[src/position_marker_table_macros.svh]
// Assertion macros used by the marker table back part (pmt_back).
`ifndef POSITION_MARKER_TABLE_MACROS_SVH
`define POSITION_MARKER_TABLE_MACROS_SVH

// Implication checked at every clock edge outside reset.
`define PMT_ASSERT_IMP(label, clk, rst_n, ante, cons) \
    label: assert property (@(posedge clk) disable iff (!rst_n) (ante) |-> (cons)) \
        else $error("assertion failed");

// Next-cycle implication checked outside reset.
`define PMT_ASSERT_NEXT(label, clk, rst_n, ante, cons) \
    label: assert property (@(posedge clk) disable iff (!rst_n) (ante) |=> (cons)) \
        else $error("assertion failed");

`endif

[src/pmt_pkg.sv]
`default_nettype none
package pmt_pkg;

    localparam int MarkerSlots  = 64;
    localparam int PositionBits = 32;
    localparam int SlotBits     = (MarkerSlots > 1) ? $clog2(MarkerSlots) : 1;
    localparam int UsedBits     = $clog2(MarkerSlots + 1);

    typedef logic [PositionBits-1:0] t_pos;
    typedef logic [SlotBits-1:0]     t_slot;
    typedef logic [UsedBits-1:0]     t_used;

    typedef enum logic [2:0] {
        CMD_CREATE  = 3'd0,
        CMD_RESOLVE = 3'd1,
        CMD_SET_POS = 3'd2,
        CMD_SET_GRV = 3'd3,
        CMD_GET_GRV = 3'd4,
        CMD_DELETE  = 3'd5,
        CMD_RELOC   = 3'd6,
        CMD_DETACH  = 3'd7
    } t_cmd;

    typedef enum logic [1:0] {
        ST_OK       = 2'd0,
        ST_GONE     = 2'd1,
        ST_BAD_GRAV = 2'd2,
        ST_NO_SLOT  = 2'd3
    } t_status;

    typedef struct packed {
        logic [2:0]  command;
        logic [31:0] marker_id;
        logic [31:0] handle_generation;
        logic [31:0] new_position;
        logic [1:0]  gravity_in;
        logic [31:0] buffer_length;
        logic [31:0] edit_begin;
        logic [31:0] edit_end;
        logic [31:0] replacement_length;
    } t_in_item;

    typedef struct packed {
        logic [1:0]  status;
        logic [31:0] handle_id;
        logic [31:0] handle_gen;
        logic [31:0] position_out;
        logic        gravity_out;
    } t_out_item;

    // Classified work handed from the front part to the back part.
    typedef struct packed {
        t_cmd        cmd;
        logic        early;      // result already known, no table walk
        t_status     early_st;
        logic [31:0] id;
        logic [31:0] gen;
        t_pos        pos;        // clamped position
        logic        grav;
        t_pos        eb;
        t_pos        ee;
        t_pos        rl;
    } t_job;

    // Saturating add at the position width.
    function automatic t_pos sat_add(input t_pos a, input t_pos b);
        logic [PositionBits:0] s;
        s = {1'b0, a} + {1'b0, b};
        return s[PositionBits] ? '1 : s[PositionBits-1:0];
    endfunction

endpackage
`default_nettype wire

[src/pmt_front.sv]
`default_nettype none
module pmt_front (
    input  wire logic              i_clk,
    input  wire logic              i_rst_n,
    input  wire logic              i_start,
    input  pmt_pkg::t_in_item      i_item,
    output logic                   o_busy,
    output logic                   o_job_valid,
    output pmt_pkg::t_job          o_job,
    input  wire logic              i_job_take
);
    import pmt_pkg::*;

    logic r_full;
    t_job r_job;
    t_job n_job;
    logic [31:0] clamped;

    // One-entry queue between the front and back parts.
    assign o_busy      = r_full;
    assign o_job_valid = r_full;
    assign o_job       = r_job;

    // Clamp the position and settle the invalid-gravity cases up front.
    always_comb begin
        clamped = (i_item.new_position > i_item.buffer_length) ?
                  i_item.buffer_length : i_item.new_position;
        n_job.cmd      = t_cmd'(i_item.command);
        n_job.id       = i_item.marker_id;
        n_job.gen      = i_item.handle_generation;
        n_job.pos      = t_pos'(clamped);
        n_job.grav     = i_item.gravity_in[0];
        n_job.eb       = t_pos'(i_item.edit_begin);
        n_job.ee       = t_pos'(i_item.edit_end);
        n_job.rl       = t_pos'(i_item.replacement_length);
        n_job.early    = 1'b0;
        n_job.early_st = ST_OK;
        if ((n_job.cmd == CMD_CREATE || n_job.cmd == CMD_SET_GRV) && i_item.gravity_in[1]) begin
            n_job.early    = 1'b1;
            n_job.early_st = ST_BAD_GRAV;
        end
    end

    always_ff @(posedge i_clk) begin
        if (!i_rst_n) begin
            r_full <= 1'b0;
        end else if (i_start && !r_full) begin
            r_full <= 1'b1;
        end else if (i_job_take) begin
            r_full <= 1'b0;
        end
    end

    always_ff @(posedge i_clk) begin
        if (i_start && !r_full) begin
            r_job <= n_job;
        end
    end

endmodule
`default_nettype wire

[config.mk]
export PLATFORM = sky130hd
export DESIGN_NAME = pmt_front
export DESIGN_NICKNAME = d
export VERILOG_FILES = /design/src/position_marker_table_macros.svh /design/src/pmt_pkg.sv /design/src/pmt_front.sv
export SDC_FILE = /design/constraint.sdc
export NUM_CORES = 1
export LEC_CHECK = 0
export ABC_AREA = 0
export BUFFER_PORTS_ARGS = -buffer_cell sky130_fd_sc_hd__buf_2
export CAP_MARGIN = 20
export CORE_AREA = 2 2 169 171
export CTS_CLUSTER_SIZE = 25
export DETAILED_ROUTE_END_ITERATION = 7
export DIE_AREA = 0 0 171 173
export GPL_TIMING_DRIVEN = 0
export RECOVER_POWER = 25
export SYNTH_ARGS = -nofsm -noshare
export SYNTH_HDL_FRONTEND = slang
export SYNTH_SLANG_ARGS = --single-unit
[constraint.sdc]
create_clock -name i_clk -period 12.2 [get_ports i_clk]
set_input_delay 3.66 -clock i_clk [delete_from_list [all_inputs] [get_ports i_clk]]
set_output_delay 3.66 -clock i_clk [all_outputs]
set_load 0.1 [all_outputs]
==> results of run 1 <==
-- per-stage QoR --
step / power, mW / hold WS [ns]
final: 1.87 / 0.646
after global routing: 1.94 / 0.674
after CTS: 1.90 / 0.647
after detailed placement: 1.31 / 0.626
after global placement: 1.31 / 0.596
after floorplan: 1.21 / 0.962
-- cell type report --
cell class,count,area [sq um]
clock inverter,15,180
antenna,2,5.00
sequential,198,5940
inverter,32,120
multi-input combinational,119,1230
timing repair buffer,438,2290
fill,2700,16900
tap,378,473
clock buffer,17,425
buffer,6,56.3
-- critical path, delay by kind of cell --
family / cells / cell delay [ns]
buffers and inverters: 3 / 0.34
AOI/OAI and AO/OA: 1 / 0.32
adders and majority gates: 1 / 0.31
and+or+nand+nor: 3 / 0.80
muxes: 1 / 0.32
-- where the power goes --
group	internal (mW)	leakage, nW	switching [mW]
clock network	0.298	0.296	0.288
registers	0.802	1.89	0.00998
logic	0.0937	2.61	0.384
-- state kept, by name, indices dropped and copies added (netlist names) --
name,flops
o_job,197
o_busy,1
-- metal layers --
| metal | global-route usage (%) | routed length [um] | up-vias |
|---|---|---|---|
| met5 | 0 | 72 | - |
| met4 | 4.38 | 368 | 10 |
| met3 | 6.32 | 2200 | 30 |
| met2 | 23.9 | 10400 | 233 |
| met1 | 14.8 | 7880 | 2262 |
| li1 | - | - | 2286 |
-- kinds of logic (layout without fill, tap and decap cells) --
kind of cell | Yosys count | count (layout) | share of synthesized area (%)
other | 1 | 3 | 0.0511
AO/OA/AOI/OAI | 29 | 29 | 2.59
AND/OR/NAND/NOR | 24 | 24 | 2.03
flip-flops | 198 | 198 | 80.9
adder cells (fa/ha/maj) | 32 | 32 | 5.46
multiplexers | 32 | 32 | 6.45
XOR/XNOR | 1 | 1 | 0.119
buffers and inverters | 38 | 508 | 2.40
-- how the worst max path moves through the flow --
stage | cells past startpoint | to | startpoint
2_1_floorplan | 1 | o_job[0]$_DFFE_PP_ | i_start
3_3_place_gp | 2 | o_job[155]$_DFFE_PP_ | i_start
3_5_place_dp | 9 | o_job[122]$_DFFE_PP_ | i_item[127]
4_1_cts | 9 | o_job[110]$_DFFE_PP_ | i_item[127]
5_1_grt | 9 | o_job[116]$_DFFE_PP_ | i_item[127]
6_report | 9 | o_job[118]$_DFFE_PP_ | i_item[127]
-- placed cells by master, fill, tap and decap left out, types with 2 or more instances in the layout --
cell type	synthesis	final
mux2_1	2	2
nor3_1	2	2
ha_1	32	32
nand4_1	6	6
diode_2	0	2
inv_8	0	4
a21o_1	2	2
buf_4	3	3
o21ai_0	3	3
inv_6	0	4
edfxtp_1	197	197
clkbuf_16	0	17
mux2_4	30	30
buf_2	0	431
buf_12	0	5
a21oi_1	15	15
nand3_1	2	2
inv_1	32	32
nand2_1	6	6
buf_6	3	3
inv_12	0	2
==> metrics.md, run 1 <==
| Metric | Value |
|---|---|
| Via Count | roughly 4800 |
| # DRC | 0 |
| Detailed placer's ending HPWL | 17.0 mm |
| Drt pass-1 iters | 4 |
| Worst R2R Setup Slack | 10.19 ns |
| Final GP Congestion | around 0.8 |
| Initial DRC count | 213 |
| R2r endpoint | o_job[190]$_DFFE_PP_ |
| Min-delay worst type | reg2reg |
| Clk buf depth | 2 |
| Final setup vio count | 0 |
| Clk pin slew, worst setup/hold paths | 0.09 ns |
| Yosys Warn Count | 0 |
| Total core area | roughly 0.028 sq mm |
| WL final | about 21 mm |
| Crit path kind | in2reg |
| CTS Hold Buffers Added | 0 |
| Synth top area cells | edfxtp_1 81%, mux2_4 6.1%, ha_1 5.5%, inv_1 1.6%, a21oi_1 1.0% |
| Final non-filler cell total | roughly 1200 |
| Leakage power | slightly below 5 nW |
| Worst setup EP type | register |
| Normalized max-slew margin | 44.7% |
| RSZ-0062 raised after global routing | false |
| Layout cell share with drive strength beyond 1 | between 60 and 70% |
| Status | finished, final reports clean |
| Final net count | roughly 1100 |
| Dpl cell area | between 0.01 and 0.015 sq mm |
| Final Hold Vio Count | 0 |
| Clock Skew | roughly 0.018 ns |
| Synth Area per Inst | between 20 and 25 sq um |
| Setup TNS | 0 ns |
| Cell total after placement | about 1200 |
| Core Util, Final | between 30% and 40% |
| CTS sink count | approximately 200 |
| Fmax | approximately 0.18 GHz |
| GRT Overall Usage | ~14% |
| Worst Tran Pin Value | 0.828 ns |
| Cell Pwr Density | roughly 170 mW/mm^2 |
| Critical path required time | roughly 12 ns |
| Boundary Pins | about 430 |
| Total of flip-flops plus latches after synthesis | just under 200 |
| Largest net degree at the start of global routing | 37 |
| Total grt overflow | 0 |
| Critical Path Max Stage Delay | around 0.45 ns |
| Most frequent cell after synthesis | edfxtp_1 |
| Top_reg_cell synth | edfxtp_1 |
| Initial core utilization | around a quarter |
| Area Overhead vs Synth | 46.1% |
| PostCTS Resize Cnt | 0 |
| Register area share after synthesis | between 80 and 90% |
| Vias per cell | ~4 |
| TritonCTS Buffers | 17 |
| Yosys top cell area share | just over 80% |
| Die area | around 0.03 sq mm |
| List of most frequent post-synthesis cells | 197 x edfxtp_1, 32 x ha_1, 32 x inv_1, 30 x mux2_4, 15 x a21oi_1 |
| H-Tree Depth | 4 |
| Clock latency on the worst-skew pair | about 0.43 ns |
| Die height | 173 um |
| Wire length of the first global-routing pass | a little under 30 mm |
| Post-synth EDFFs | 197 |
| CP max FO | 10 |
| Hold Crit Depth | 2 |
| Initial antenna violation count | 7 |
| Final ANT Viol Nets | 0 |
| Final WS setup | between 6 and 7 ns |
| R2R depth | 3 |
| Syn_nets | slightly above 600 |
| Synth area leader | edfxtp_1 |
| VDD IR max | slightly below 0.09 mV |
| WL/cell | between 15 and 20 um |
| Vias in the first global route | roughly 5000 |
| Placement Setup Slack | a little over 6 ns |
| Library cells used by synthesis | 33 |
| Design Area, Final | 0.0107 sq mm |
| CTS tree | built |
| R2r startpoint | o_busy$_SDFFE_PN0P_ |
| IO Port Bufs | between 400 and 500 |
| CTS Root Cell | clkbuf_16 |
| CP startpoint kind | input pin |
| Setup Fix Bufs, Post-CTS | 0 |
| Hold Path End | o_busy$_SDFFE_PN0P_ |
| Die width | 171 um |
| Final Max Tran Viols | 0 |
| Crit path time final | 5.58 ns |
| Final period util | 45.7% |
| Num rows | 61 |
| WP data arrival | 5.76 ns |
| MaxCap Viol Count | 0 |
| Post-Syn Instances | around 360 |
| CP Cell Sequence | buf_2, inv_1, ha_1, nand4_1, nor4_1, nand3_1, a22oi_4, buf_6, mux2_4 |
| Ys async rst share | 0% |
| Cell area after synthesis | approximately 0.0073 sq mm |
| Critical path's slowest cell | nor4_1 |
| Hold Startpoint | o_busy$_SDFFE_PN0P_ |
No activity file was read; power rests on OpenSTA's default activity.
==> inputs of run 2 (changes only) <==
- clock period: 12.2 -> 4.74 ns (I/O delays scaled with it)
==> run 2 against run 1 <==
  * Sequential share of layout area down 0.071 points
  * Largest power group unchanged
  * Final cell count decreased by 0.17%
  * Via count up 1.0%
  * Die area stayed put
  * Largest cell class unchanged
  * Global-route usage grew 0.45 points
  * Clock skew fell by 0.0055 ns
  * Routed wire length is 2.9% higher
==> metrics.md, run 2 (same netlist as run 1, synthesis figures left out) <==
| Metric | Value |
|---|---|
| CP max FO | 10 (unchanged) |
| CP bufs+invs | 3 (unchanged) |
| WP data arrival | 3.52 ns (-2.24 ns) |
| Power Internal | 3.06 mW (+160%) |
| Min-delay worst type | reg2reg |
| Hold Startpoint | o_busy$_SDFFE_PN0P_ |
| Fmax | approximately 0.3 GHz |
| Largest net degree at the start of global routing | 32 (-14%) |
| Final Max Tran Viols | 0 (unchanged) |
| Placement Setup Slack | 0.891 ns (-5.23 ns) |
| Wire length of the first global-routing pass | 30.8 mm (+3.2%) |
| Clk buf depth | 2 (unchanged) |
| Area of the multi-input gates | 0.00123 sq mm (unchanged) |
| Vias per cell | 4.05 (+1.2%) |
| Crit path kind | in2reg |
| Boundary Pins | 434 (unchanged) |
| Die width | 171 um (unchanged) |
| Worst setup EP type | register |
| Ant diodes | 0 (-2) |
| Sw frac | 36.1% (-0.20 points) |
| Final ANT Viol Nets | 0 (unchanged) |
| Combinational power share | 25.8% (+0.3 points) |
| Crit path time final | 3.34 ns |
| GRT Overall Usage | 14.2% (+0.45 points) |
| CTS Root Cell | clkbuf_16 |
| TritonCTS Buffers | 17 (unchanged) |
| Critical Path Max Stage Delay | 0.45 ns (about the same) |
| Initial core utilization | 26.6% (unchanged) |
| # DRC | 0 (unchanged) |
| Commonest non-fill, non-tap cell in the layout | buf_2 |
| Final net count | 1078 (+0.093%) |
| Vias in the first global route | 5044 (+0.64%) |
| Final Hold Vio Count | 0 (unchanged) |
| PostCTS Resize Cnt | 0 (unchanged) |
| Total core area | 0.0276 sq mm (unchanged) |
| Final WS setup | 1.40 ns (-5.22 ns) |
| Area Overhead vs Synth | 46.2% |
| CTS Hold Buffers Added | 0 (unchanged) |
| Psw | 1.73 mW (+150%) |
| VDD IR max | 0.197 mV (+130%) |
| Drt pass-1 iters | 6 (+2) |
| Final period util | 70.4% |
| Num rows | 61 (unchanged) |
| Via Count | 4870 (+1.0%) |
| Layout cell share with drive strength beyond 1 | 61.9% (unchanged) |
| Detailed placer's ending HPWL | 17.4 mm (+1.9%) |
| # fillers | 2657 (-1.6%) |
| Initial DRC count | 196 (-8.0%) |
| Total grt overflow | 0 (unchanged) |
| Clock Skew | 0.0129 ns (-0.00554 ns) |
| CP startpoint kind | input pin |
| R2r startpoint | o_busy$_SDFFE_PN0P_ |
| Clock power share | 30.6% (-0.6 points) |
| Normalized max-slew margin | 44.9% (+0.17 points) |
| Top cell family by delay on the critical path | simple AND/OR/NAND/NOR gates |
| Critical path required time | 4.92 ns (-7.47 ns) |
| CP Cell Sequence | buf_2, inv_1, ha_1, nand4_1, nor3_1, a21boi_0, or4_4, a22oi_4, buf_6, mux2_4 |
| MaxCap Viol Count | 0 (unchanged) |
| Cell Pwr Density | 447 mW/mm^2 (+160%) |
| Largest register FFs | 197 (unchanged) |
| Critical path's slowest cell | or4_4 |
| H-Tree Depth | 4 (unchanged) |
| Setup Fix Bufs, Post-CTS | 0 (unchanged) |
| Final setup vio count | 0 (unchanged) |
| Clock latency on the worst-skew pair | 0.44 ns (about the same) |
| Pwr Total | 4.80 mW (+160%) |
| RSZ-0062 raised after global routing | false |
| Design Area, Final | 0.0107 sq mm (+0.13%) |
| Worst Tran Pin Value | 0.825 ns (-0.00258 ns) |
| CTS tree | built |
| Sequential cell fraction of total power | 43.6% (+0.3 points) |
| CTS sink count | 198 (unchanged) |
| WL/cell | 17.9 um (+3.1%) |
| Leakage power | 4.81 nW (+0.12%) |
| Most frequent cells in the layout | 432 x buf_2, 197 x edfxtp_1, 32 x inv_1, 32 x ha_1, 30 x mux2_4 |
| Die area | 0.0296 sq mm (unchanged) |
| Status | finished, final reports clean |
| Die height | 173 um (unchanged) |
| Clk pin slew, worst setup/hold paths | 0.08 ns (about the same) |
| IO Port Bufs | 432 (unchanged) |
| WL final | 21.5 mm (+2.9%) |
| Final GP Congestion | 0.787 (-1.4%) |
| Worst setup startpoint | i_item[107] |
| Register area | 0.00594 sq mm (unchanged) |
| Dpl cell area | 0.0101 sq mm (+0.35%) |
| Initial antenna violation count | 0 (-7) |
==> run 2: path summary, 6_finish.rpt <==
check	to	slack [ns]	cells after the start
setup / recovery	o_job[113]$_DFFE_PP_	1.40	10
hold / removal	o_busy$_SDFFE_PN0P_	0.61	2
setup reg to reg	o_job[80]$_DFFE_PP_	2.43	5
hold reg to reg	o_busy$_SDFFE_PN0P_	0.61	2
==> run 2: power groups by stage <==
stage / sequential [mW] / combinational (mW) / clock, mW
2_1_floorplan: 2.92 / 0.181 / 0
3_3_place_gp: 2.14 / 1.21 / 0
3_5_place_dp: 2.13 / 1.25 / 0
4_1_cts: 2.09 / 1.25 / 1.52
5_1_grt: 2.10 / 1.28 / 1.58
6_report: 2.09 / 1.24 / 1.47
==> run 2: worst register-to-register path, stage by stage, from the launching register on <==
cell and delay (ns):
dfxtp_1 0.38, nor2b_4 0.68, buf_12 0.30, buf_16 0.21, buf_12 0.23, buf_16 0.21
==> run 2: area by class of cell <==
cell class,count,area share [%]
Buffer,6,0.525
Clock buffer,18,4.00
Clock inverter,13,1.48
Inverter,32,1.12
Multi-Input combinational cell,119,11.5
Sequential cell,198,55.3
Tap cell,378,4.41
Timing Repair Buffer,439,21.7
==> run 2: per-stage QoR <==
stage          hold WS [ns]  utilization, %  TNS (ns)  std cells
2_1_floorplan         0.979               -    -13.03        355
3_3_place_gp          0.589            36.1   -292.02       1165
3_5_place_dp          0.596            36.7         0       1172
4_1_cts               0.618            38.8         0       1203
5_1_grt               0.659            38.8         0       1203
6_report              0.606            38.8         0       1203
==> run 2: layer usage <==
| layer | vias up | share of wire [%] | global-route usage, % |
|---|---|---|---|
| li1 | 2287 | - | - |
| met1 | 2328 | 40 | 16.3 |
| met2 | 241 | 49 | 24.4 |
| met3 | 14 | 9.6 | 5.38 |
| met4 | 0 | 1.4 | 4.48 |
| met5 | - | 0 | 0 |
==> inputs of run 3 (changes only) <==
- ABC_AREA: 0 -> 1
- clock period: 4.74 -> 3.3 ns (I/O delays scaled with it)
==> run 3 against run 2 <==
  * Die area unchanged
  * First-iteration DRC count is 43% higher
  * Largest power group unchanged
  * Combinational power is 45% higher
  * Critical endpoint is now o_job[98]$_DFFE_PP_
  * Highest routed layer is now met5
==> metrics.md, run 3 <==
| Metric | Value |
|---|---|
| Hold Startpoint | o_busy$_SDFFE_PN0P_ |
| Leakage power | 4.92 nW (+2.3%) |
| Initial DRC count | 280 (+43%) |
| Synth top area cells | edfxtp_1 81%, ha_1 5.5%, nand2_1 5.1%, nand3_1 2.3%, inv_1 2.2% |
| Worst Tran Pin Value | 0.635 ns (-0.190 ns) |
| Vias per cell | 4.03 (-0.47%) |
| Synth Area per Inst | 16.0 sq um (-23%) |
| IO Port Bufs | 432 (unchanged) |
| Commonest non-fill, non-tap cell in the layout | buf_2 |
| Worst setup startpoint | i_item[127] |
| Register area share after synthesis | 80.8% (about the same) |
| Via Count | 5270 (+8.2%) |
| WL/cell | 17.2 um (-4.1%) |
| Clock latency on the worst-skew pair | 0.43 ns (about the same) |
| Setup Fix Bufs, Post-CTS | 0 (unchanged) |
| VDD IR max | 0.326 mV (+65%) |
| Drt pass-1 iters | 4 (-2) |
| CTS tree | built |
| Worst setup EP type | register |
| Detailed placer's ending HPWL | 18.0 mm (+3.5%) |
| Most frequent cells in the layout | 430 x buf_2, 197 x edfxtp_1, 100 x nand2_1 |
| Final non-filler cell total | 1308 (+8.7%) |
| Cell Pwr Density | 650 mW/mm^2 (+45%) |
| Final WS setup | 0.901 ns (-0.503 ns) |
| Placement Setup Slack | 0.429 ns (-0.462 ns) |
| CP max FO | 10 (unchanged) |
| CTS Hold Buffers Added | 0 (unchanged) |
| PostCTS Resize Cnt | 0 (unchanged) |
| Final setup vio count | 0 (unchanged) |
| Yosys Warn Count | 0 (unchanged) |
| Critical path required time | 3.47 ns (-1.45 ns) |
| Yosys top cell area share | 80.6% (about the same) |
| Most frequent cell after synthesis | edfxtp_1 |
| Cell total after placement | 1275 (+8.8%) |
| Cell area after synthesis | 0.00734 sq mm (about the same) |
| H-Tree Depth | 4 (unchanged) |
| Die height | 173 um (unchanged) |
| Total of flip-flops plus latches after synthesis | 198 (unchanged) |
| Final period util | 72.7% |
| Post-Syn Instances | 459 (+29%) |
| Crit path time final | about 2.4 ns |
| Status | finished, final reports clean |
| Final GP Congestion | 0.787 (about the same) |
| Crit path kind | in2reg |
| Core Util, Final | 38.8% (about the same) |
| CP startpoint kind | input pin |
| Ys async rst share | 0% (unchanged) |
| WP data arrival | 2.57 ns (-0.95 ns) |
| MaxCap Viol Count | 0 (unchanged) |
| Clk buf depth | 2 (unchanged) |
| Syn_nets | 724 (+17%) |
| Final ANT Viol Nets | 0 (unchanged) |
| Post-synth EDFFs | 197 (unchanged) |
| GRT Overall Usage | 14.9% (+0.71 points) |
| WL final | 22.5 mm (+4.3%) |
| Layout cell share with drive strength beyond 1 | 52.0% (-9.9 points) |
| Largest net degree at the start of global routing | 38 (+19%) |
| # DRC | 0 (unchanged) |
| Largest register FFs | 197 (unchanged) |
| Total grt overflow | 0 (unchanged) |
| Vias in the first global route | 5245 (+4.0%) |
| Synth area leader | edfxtp_1 |
| Final Hold Vio Count | 0 (unchanged) |
| Library cells used by synthesis | 21 (-36%) |
| Total core area | 0.0276 sq mm (unchanged) |
| Die area | 0.0296 sq mm (unchanged) |
| Initial antenna violation count | 5 (+5) |
| Setup TNS | 0 ns (unchanged) |
| Normalized max-slew margin | 58.0% (+13 points) |
| Top_reg_cell synth | edfxtp_1 |
| Boundary Pins | 434 (unchanged) |
| Wire length of the first global-routing pass | 32.1 mm (+4.1%) |
| R2r startpoint | o_busy$_SDFFE_PN0P_ |
| Final Max Tran Viols | 0 (unchanged) |
| RSZ-0062 raised after global routing | false |
| TritonCTS Buffers | 17 (unchanged) |
| Fmax | 0.417 GHz |
| Die width | 171 um (unchanged) |
| Clk pin slew, worst setup/hold paths | 0.07 ns (about the same) |
| Num rows | 61 (unchanged) |
| CTS Root Cell | clkbuf_16 |
| Area Overhead vs Synth | 46.1% (about the same) |
| Min-delay worst type | reg2reg |
| List of most frequent post-synthesis cells | 197 x edfxtp_1, 100 x nand2_1, 43 x inv_1, 34 x nand3_1, 32 x ha_1 |
| CTS sink count | 198 (unchanged) |
| Clock Skew | 0.0194 ns (+0.00649 ns) |
| Initial core utilization | 26.6% (about the same) |
| Final net count | 1181 (+9.6%) |
run 3: worst paths after layout:
path | slack, ns | to | depth (start not counted)
max | 0.90 | o_job[98]$_DFFE_PP_ | 11
min | 0.65 | o_busy$_SDFFE_PN0P_ | 3
max reg2reg | 1.38 | o_job[180]$_DFFE_PP_ | 4
min reg2reg | 0.65 | o_busy$_SDFFE_PN0P_ | 3
run 3: cells by family after synthesis:
logic type	count (synthesis)	synth area share, %
AO/OA/AOI/OAI	20	1.55
adder cells (fa/ha/maj)	32	5.45
buffers and inverters	55	3.37
flip-flops	198	80.8
other	1	0.0511
AND/OR/NAND/NOR	153	8.74
run 3: final cells by class:
| cell class | instances | area, sq um |
|---|---|---|
| buffer | 12 | 86.3 |
| fill | 2711 | 16900 |
| multi-input combinational | 206 | 1170 |
| timing repair buffer | 438 | 2280 |
| antenna | 2 | 5.00 |
| inverter | 43 | 174 |
| clock buffer | 17 | 425 |
| clock inverter | 14 | 185 |
| sequential | 198 | 5940 |
| tap | 378 | 473 |
run 3: stage by stage:
step	total power, mW	hold WS [ns]	cell area, sq um
after floorplan	4.48	1.05	7360
after global placement	4.86	0.641	10000
after detailed placement	4.88	0.641	10100
after CTS	7.07	0.657	10700
after global routing	7.24	0.678	10700
final	6.97	0.649	10700
run 3: where the power goes:
group / leakage [nW] / internal [mW] / switching, mW / total [mW]
Clock: 0.292 / 1.16 / 1.01 / 2.16
Combinational: 2.72 / 0.302 / 1.50 / 1.80
Sequential: 1.90 / 2.97 / 0.0368 / 3.01
run 3: per-layer routing:
layer	routed length, um	part of all wire, %	GRT usage (%)
met5	38	0.17	0
met4	482	2.1	5.47
met3	2450	11	6.94
met2	11500	51	26.0
met1	8000	36	15.6
run 3: worst max-delay path, cell delays in order:
cell and delay (ns):
buf_2 0.09, inv_1 0.04, ha_1 0.29, nand2_1 0.07, nor2_1 0.15, nand2_1 0.10
nor2_2 0.17, nand2_2 0.13, clkbuf_1 0.30, nand3_1 0.17, nand2_1 0.07
